**config.mk**
```make
export PLATFORM = sky130hd
export DESIGN_NAME = json_string_unescape_unit
export DESIGN_NICKNAME = d
export VERILOG_FILES = /design/src/rtl/jsu_pkg.sv /design/src/rtl/jsu_decode.sv /design/src/rtl/json_string_unescape_unit.sv
export SDC_FILE = /design/constraint.sdc
export NUM_CORES = 1
export LEC_CHECK = 0
export BUFFER_PORTS_ARGS = -buffer_cell sky130_fd_sc_hd__clkbuf_2
export CORE_MARGIN = 10
export CORE_UTILIZATION = 59
export DETAILED_ROUTE_END_ITERATION = 6
export PLACE_DENSITY = 0.82
export SYNTH_ARGS = -nofsm -noshare
export SYNTH_HDL_FRONTEND = slang
export SYNTH_HIERARCHICAL = 1
export SYNTH_SLANG_ARGS = --single-unit
```
**constraint.sdc**
```tcl
create_clock -name clk -period 3.25 [get_ports clk]
set_input_delay 0.325 -clock clk [delete_from_list [all_inputs] [get_ports clk]]
set_output_delay 0.325 -clock clk [all_outputs]
set_load 0.02 [all_outputs]
```
**src/rtl/jsu_pkg.sv**
```systemverilog
`timescale 1ns / 1ps
`default_nettype none

package jsu_pkg;

    // Escape decoder mode
    typedef enum logic [1:0] {
        MODE_NORMAL   = 2'd0,
        MODE_ESCAPE   = 2'd1,
        MODE_HEX_HIGH = 2'd2,
        MODE_HEX_LOW  = 2'd3
    } mode_t;

    // Result kind carried on tuser
    typedef enum logic [1:0] {
        KIND_BYTE    = 2'd0,
        KIND_END     = 2'd1,
        KIND_UNKNOWN = 2'd2
    } kind_t;

    localparam logic [7:0] CH_QUOTE     = 8'h22;
    localparam logic [7:0] CH_APOS      = 8'h27;
    localparam logic [7:0] CH_SLASH     = 8'h2F;
    localparam logic [7:0] CH_BACKSLASH = 8'h5C;
    localparam logic [7:0] CH_X         = 8'h78;

    // One decode step: result and next escape state
    typedef struct packed {
        logic       emit;
        logic [7:0] data;
        kind_t      kind;
        mode_t      mode;
        logic [7:0] high_nibble;
    } step_t;

endpackage

`default_nettype wire

```
**src/rtl/jsu_decode.sv**
```systemverilog
`timescale 1ns / 1ps
`default_nettype none

// One character through the escape state machine (combinational).
module jsu_decode
(
    input  wire logic [7:0]     ch,
    input  wire jsu_pkg::mode_t mode,
    input  wire logic [7:0]     high_nibble,
    output jsu_pkg::step_t      step
);

    logic [7:0] hex_val;

    // Hex digit value; non-digits follow the lowercase formula, mod 256
    always_comb
    begin
        if (ch >= 8'h30 && ch <= 8'h39)
            hex_val = ch - 8'd48;
        else if (ch >= 8'h41 && ch <= 8'h46)
            hex_val = ch - 8'd55;
        else
            hex_val = ch - 8'd87;
    end

    always_comb
    begin
        step.emit        = 1'b0;
        step.data        = 8'd0;
        step.kind        = jsu_pkg::KIND_BYTE;
        step.mode        = mode;
        step.high_nibble = high_nibble;
        unique case (mode)
            jsu_pkg::MODE_NORMAL:
            begin
                if (ch == jsu_pkg::CH_QUOTE)
                begin
                    step.emit = 1'b1;
                    step.kind = jsu_pkg::KIND_END;
                end
                else if (ch == jsu_pkg::CH_BACKSLASH)
                    step.mode = jsu_pkg::MODE_ESCAPE;
                else
                begin
                    step.emit = 1'b1;
                    step.data = ch;
                end
            end
            jsu_pkg::MODE_ESCAPE:
            begin
                if (ch == jsu_pkg::CH_X)
                    step.mode = jsu_pkg::MODE_HEX_HIGH;
                else
                begin
                    step.mode = jsu_pkg::MODE_NORMAL;
                    step.emit = 1'b1;
                    unique case (ch)
                        jsu_pkg::CH_SLASH, jsu_pkg::CH_BACKSLASH,
                        jsu_pkg::CH_APOS, jsu_pkg::CH_QUOTE: step.data = ch;
                        8'h62:   step.data = 8'd8;   // b
                        8'h66:   step.data = 8'd12;  // f
                        8'h6E:   step.data = 8'd10;  // n
                        8'h72:   step.data = 8'd13;  // r
                        8'h74:   step.data = 8'd9;   // t
                        8'h76:   step.data = 8'd11;  // v
                        default: step.kind = jsu_pkg::KIND_UNKNOWN;
                    endcase
                end
            end
            jsu_pkg::MODE_HEX_HIGH:
            begin
                step.high_nibble = hex_val;
                step.mode        = jsu_pkg::MODE_HEX_LOW;
            end
            default:
            begin
                // low value is ORed in unmasked
                step.mode = jsu_pkg::MODE_NORMAL;
                step.emit = 1'b1;
                step.data = {high_nibble[3:0], 4'd0} | hex_val;
            end
        endcase
    end

endmodule

`default_nettype wire

```
**src/rtl/json_string_unescape_unit.sv**
```systemverilog
`timescale 1ns / 1ps
`default_nettype none

// JSON string body unescaper. Feed the characters that follow the opening
// quote, one per input word; each word yields zero or one output word.
// Plain characters come out as is, backslash escapes (\/ \\ \' \" \b \f
// \n \r \t \v and \xHH) come out as the decoded byte, a closing quote gives
// an end-of-string word (tuser = 1, tdata = 0) and any other escape gives an
// unknown-escape word (tuser = 2, tdata = 0). Backslashes, the x of \x and
// first hex digits produce nothing. Throughput is one character per cycle
// while the output is not stalled; each character passes the input register,
// then the result register, with one escape-state update between them. After a
// closing quote the unit is back in plain mode and decodes a new string.
module json_string_unescape_unit
(
    input  wire logic       clk,
    input  wire logic       rst_n,
    input  wire logic       s_axis_tvalid,
    output logic            s_axis_tready,
    input  wire logic [7:0] s_axis_tdata,   // [7:0] char_in
    output logic            m_axis_tvalid,
    input  wire logic       m_axis_tready,
    output logic [7:0]      m_axis_tdata,   // [7:0] out_byte
    output logic [1:0]      m_axis_tuser    // [1:0] out_kind
);

    // input register
    logic           in_valid_reg;
    logic [7:0]     in_char_reg;
    // escape state
    jsu_pkg::mode_t mode_reg;
    logic [7:0]     high_nibble_reg;
    // result register
    logic           out_valid_reg;
    logic [7:0]     out_data_reg;
    jsu_pkg::kind_t out_kind_reg;

    jsu_pkg::step_t step;
    logic           out_free;
    logic           advance;

    jsu_decode u_decode
    (
        .ch          (in_char_reg),
        .mode        (mode_reg),
        .high_nibble (high_nibble_reg),
        .step        (step)
    );

    // A word that makes no result retires even while the output is stalled.
    assign out_free      = !out_valid_reg || m_axis_tready;
    assign advance       = in_valid_reg && (out_free || !step.emit);
    assign s_axis_tready = !in_valid_reg || advance;

    assign m_axis_tvalid = out_valid_reg;
    assign m_axis_tdata  = out_data_reg;
    assign m_axis_tuser  = out_kind_reg;

    always_ff @(posedge clk or negedge rst_n)
    begin
        if (!rst_n)
        begin
            in_valid_reg    <= 1'b0;
            mode_reg        <= jsu_pkg::MODE_NORMAL;
            high_nibble_reg <= 8'd0;
            out_valid_reg   <= 1'b0;
        end
        else
        begin
            if (s_axis_tready)
                in_valid_reg <= s_axis_tvalid;
            if (advance)
            begin
                mode_reg        <= step.mode;
                high_nibble_reg <= step.high_nibble;
            end
            if (out_free)
                out_valid_reg <= advance && step.emit;
        end
    end

    // payload registers
    always_ff @(posedge clk)
    begin
        if (s_axis_tready && s_axis_tvalid)
            in_char_reg <= s_axis_tdata;
        if (out_free && advance && step.emit)
        begin
            out_data_reg <= step.data;
            out_kind_reg <= step.kind;
        end
    end

endmodule

`default_nettype wire

```
==> flow_metrics.py <==
metrics = {
    "run_status": {
        "status": "finished, final reports clean",
    },
    "routing": {
        "dr_total_vias": 1700,
        "post_drt_wl_per_cell_um": 18.6,
        "drc": 0,
        "drtIter0Drc": 230,
        "vias_per_cell": 6.64,
        "dr.pass1.iters": 5,
        "ant_nets": 0,
        "totalWireLength_um": 4760,
    },
    "floorplanning": {
        "die_w_um": 77.4,
        "dieArea_um2": 5990,
        "rows": 20,
        "initial_core_util": 0.627,
        "core_um2": 3100,
        "die_y_um": 77.4,
        "ioPinCount": 24,
    },
    "flow_run": {
        "max_cap_violations": 0,
    },
    "worst_setup_path": {
        "ff2ff_setup_slack_ps": 430,
        "cp-end-kind": "primary output",
        "rr_startpoint": "in_char_reg[4]",
        "ff2ff_path_depth": 10,
        "regToRegEndpoint": "m_axis_tdata[7]",
        "crit_fanout": 9,
        "crit_arrival_ps": 2530,
        "critPathLaunch": "in_char_reg[0]",
        "endpoint": "s_axis_tready",
        "critPathKind": "reg -> out",
        "cp.required_ps": 2920,
        "startpoint_type": "flip-flop",
    },
    "sta": {
        "final_hold_viol_count": 0,
        "rsz0062_at_grt": "false",
        "fin_hold_ws_ps": 167,
        "finalClockSkew_ps": 1.74,
        "relSlewSlack": 0.601,
        "slew_violations": 0,
        "worst_slew_pin_slew_ps": 594,
        "fin_crit_sh": 0.878,
        "fin_crit_ps": 2850,
        "finalSetupViolations": 0,
        "max_freq_mhz": 351,
        "tns_ps": 0,
    },
    "synth": {
        "syn_inst": 197,
        "synth_area_um2": 1940,
        "synth.avg_cell_area_um2": 9.87,
        "synth_nets": 220,
        "yosys_warnings": 6,
    },
    "cts": {
        "clk_latency_ps": 320,
        "cts_tree": "built",
        "clock-root-buffer": "clkbuf_4",
        "cts-resized-gates": 0,
        "htreeDepth": 1,
        "numClockSinks": 26,
        "cts_buffers": 3,
        "cts_buffer_depth": 2,
        "path_clk_slew_ps": 140,
    },
    "pwr": {
        "comb_power_share": 0.427,
        "ir_drop_v": 0.000360,
        "leakage_nw": 0.893,
        "switching_power_mw": 0.546,
        "switching_share": 0.419,
        "p_clk_frac": 0.128,
        "seq_power_share": 0.445,
        "p_int_mw": 0.758,
        "powerDensity_nw_per_um2": 624,
    },
    "layout": {
        "nFillCells": 266,
        "drive_above_1_share": 0.203,
        "nets": 236,
        "insertedDiodeCount": 0,
        "area_delta_synth_final_pct": 7.53,
    },
    "global_route": {
        "grt_antenna_before_repair": 0,
        "grt-ovfl-total": 0,
        "grt_usage": 0.153,
        "grt_max_degree": 16,
        "grt_pass1_wl_um": 7680,
        "grt_pass1_vias": 1644,
    },
    "placement": {
        "gp_congestion": 0.963,
        "dp_hpwl_um": 3640,
        "port_buffers": 23,
    },
    "hold_path": {
        "min_path_type": "in -> reg",
        "whs_path_depth": 1,
    },
}
## worst max-delay path, stage by stage (launching register included)
cell and delay [ps]:
edfxtp_1 550, inv_1 210, ha_1 240, and2_1 180
nand4_1 170, a21oi_1 240, o21ba_2 250, nand4b_1 170
clkbuf_2 200
## how the worst min path moves through the flow
| stage | from | endpoint | slack, ps |
|---|---|---|---|
| floorplan | rst_n | high_nibble_reg[0] | 30 |
| global placement | rst_n | mode_reg[1] | 180 |
| detailed placement | rst_n | mode_reg[1] | 190 |
| CTS | s_axis_tdata[0] | in_char_reg[0] | 170 |
| global route | s_axis_tdata[6] | in_char_reg[6] | 130 |
| finish | s_axis_tdata[3] | in_char_reg[3] | 170 |
## power groups by stage
stage	clock (mW)	sequential, mW	combinational [mW]
2_1_floorplan	0	0.579	0.411
3_3_place_gp	0	0.579	0.533
3_5_place_dp	0	0.585	0.546
4_1_cts	0.166	0.577	0.551
5_1_grt	0.189	0.591	0.607
6_report	0.167	0.580	0.557
## per-layer routing
layer  vias to the layer above  global-route usage  wire [um]
met3                        28              0.0311        500
met1                       783               0.195       2010
met5                         -                   0          0
met4                         0              0.0657        174
met2                       120               0.246       2080
li1                        769                   -          -
## metrics by stage
stage | utilization | power, mW | setup WS [ps] | instance area, um^2 | std cells
floorplan | - | 0.990 | 768 | 1940 | 197
global placement | 0.659 | 1.11 | 632 | 2040 | 251
detailed placement | 0.659 | 1.13 | 511 | 2040 | 251
CTS | 0.674 | 1.29 | 463 | 2090 | 256
global route | 0.674 | 1.39 | 269 | 2090 | 256
finish | 0.674 | 1.30 | 397 | 2090 | 256
## cell type report
type / count / area [um^2] / share of cell area
flip-flops and latches: 26 / 741 / 0.354
repair buffers: 25 / 133 / 0.0634
multi-input cells: 145 / 1080 / 0.517
inverters: 12 / 45.0 / 0.0215
well taps: 44 / 55.1 / 0.0263
clock buffers: 4 / 36.3 / 0.0174
## placed cells by master, fill, tap and decap left out, drive strengths merged, types with 4 or more instances in the layout
cell type and count:
inv 12, nand2 19, edfxtp 18, xnor2 5
dfrtp 8, nand4b 7, ha 11, nand2b 9
and2 4, clkbuf 27, a21oi 8, o211ai 7
nand4 6, o21ai 9, nor2 8, nor3 4
## what timing repair did
action	in CTS	in global routing
buffers inserted	0	0
hold endpoints to repair	8	0
hold buffers	1	0
Note: power is estimated with default switching activity, not from simulation.
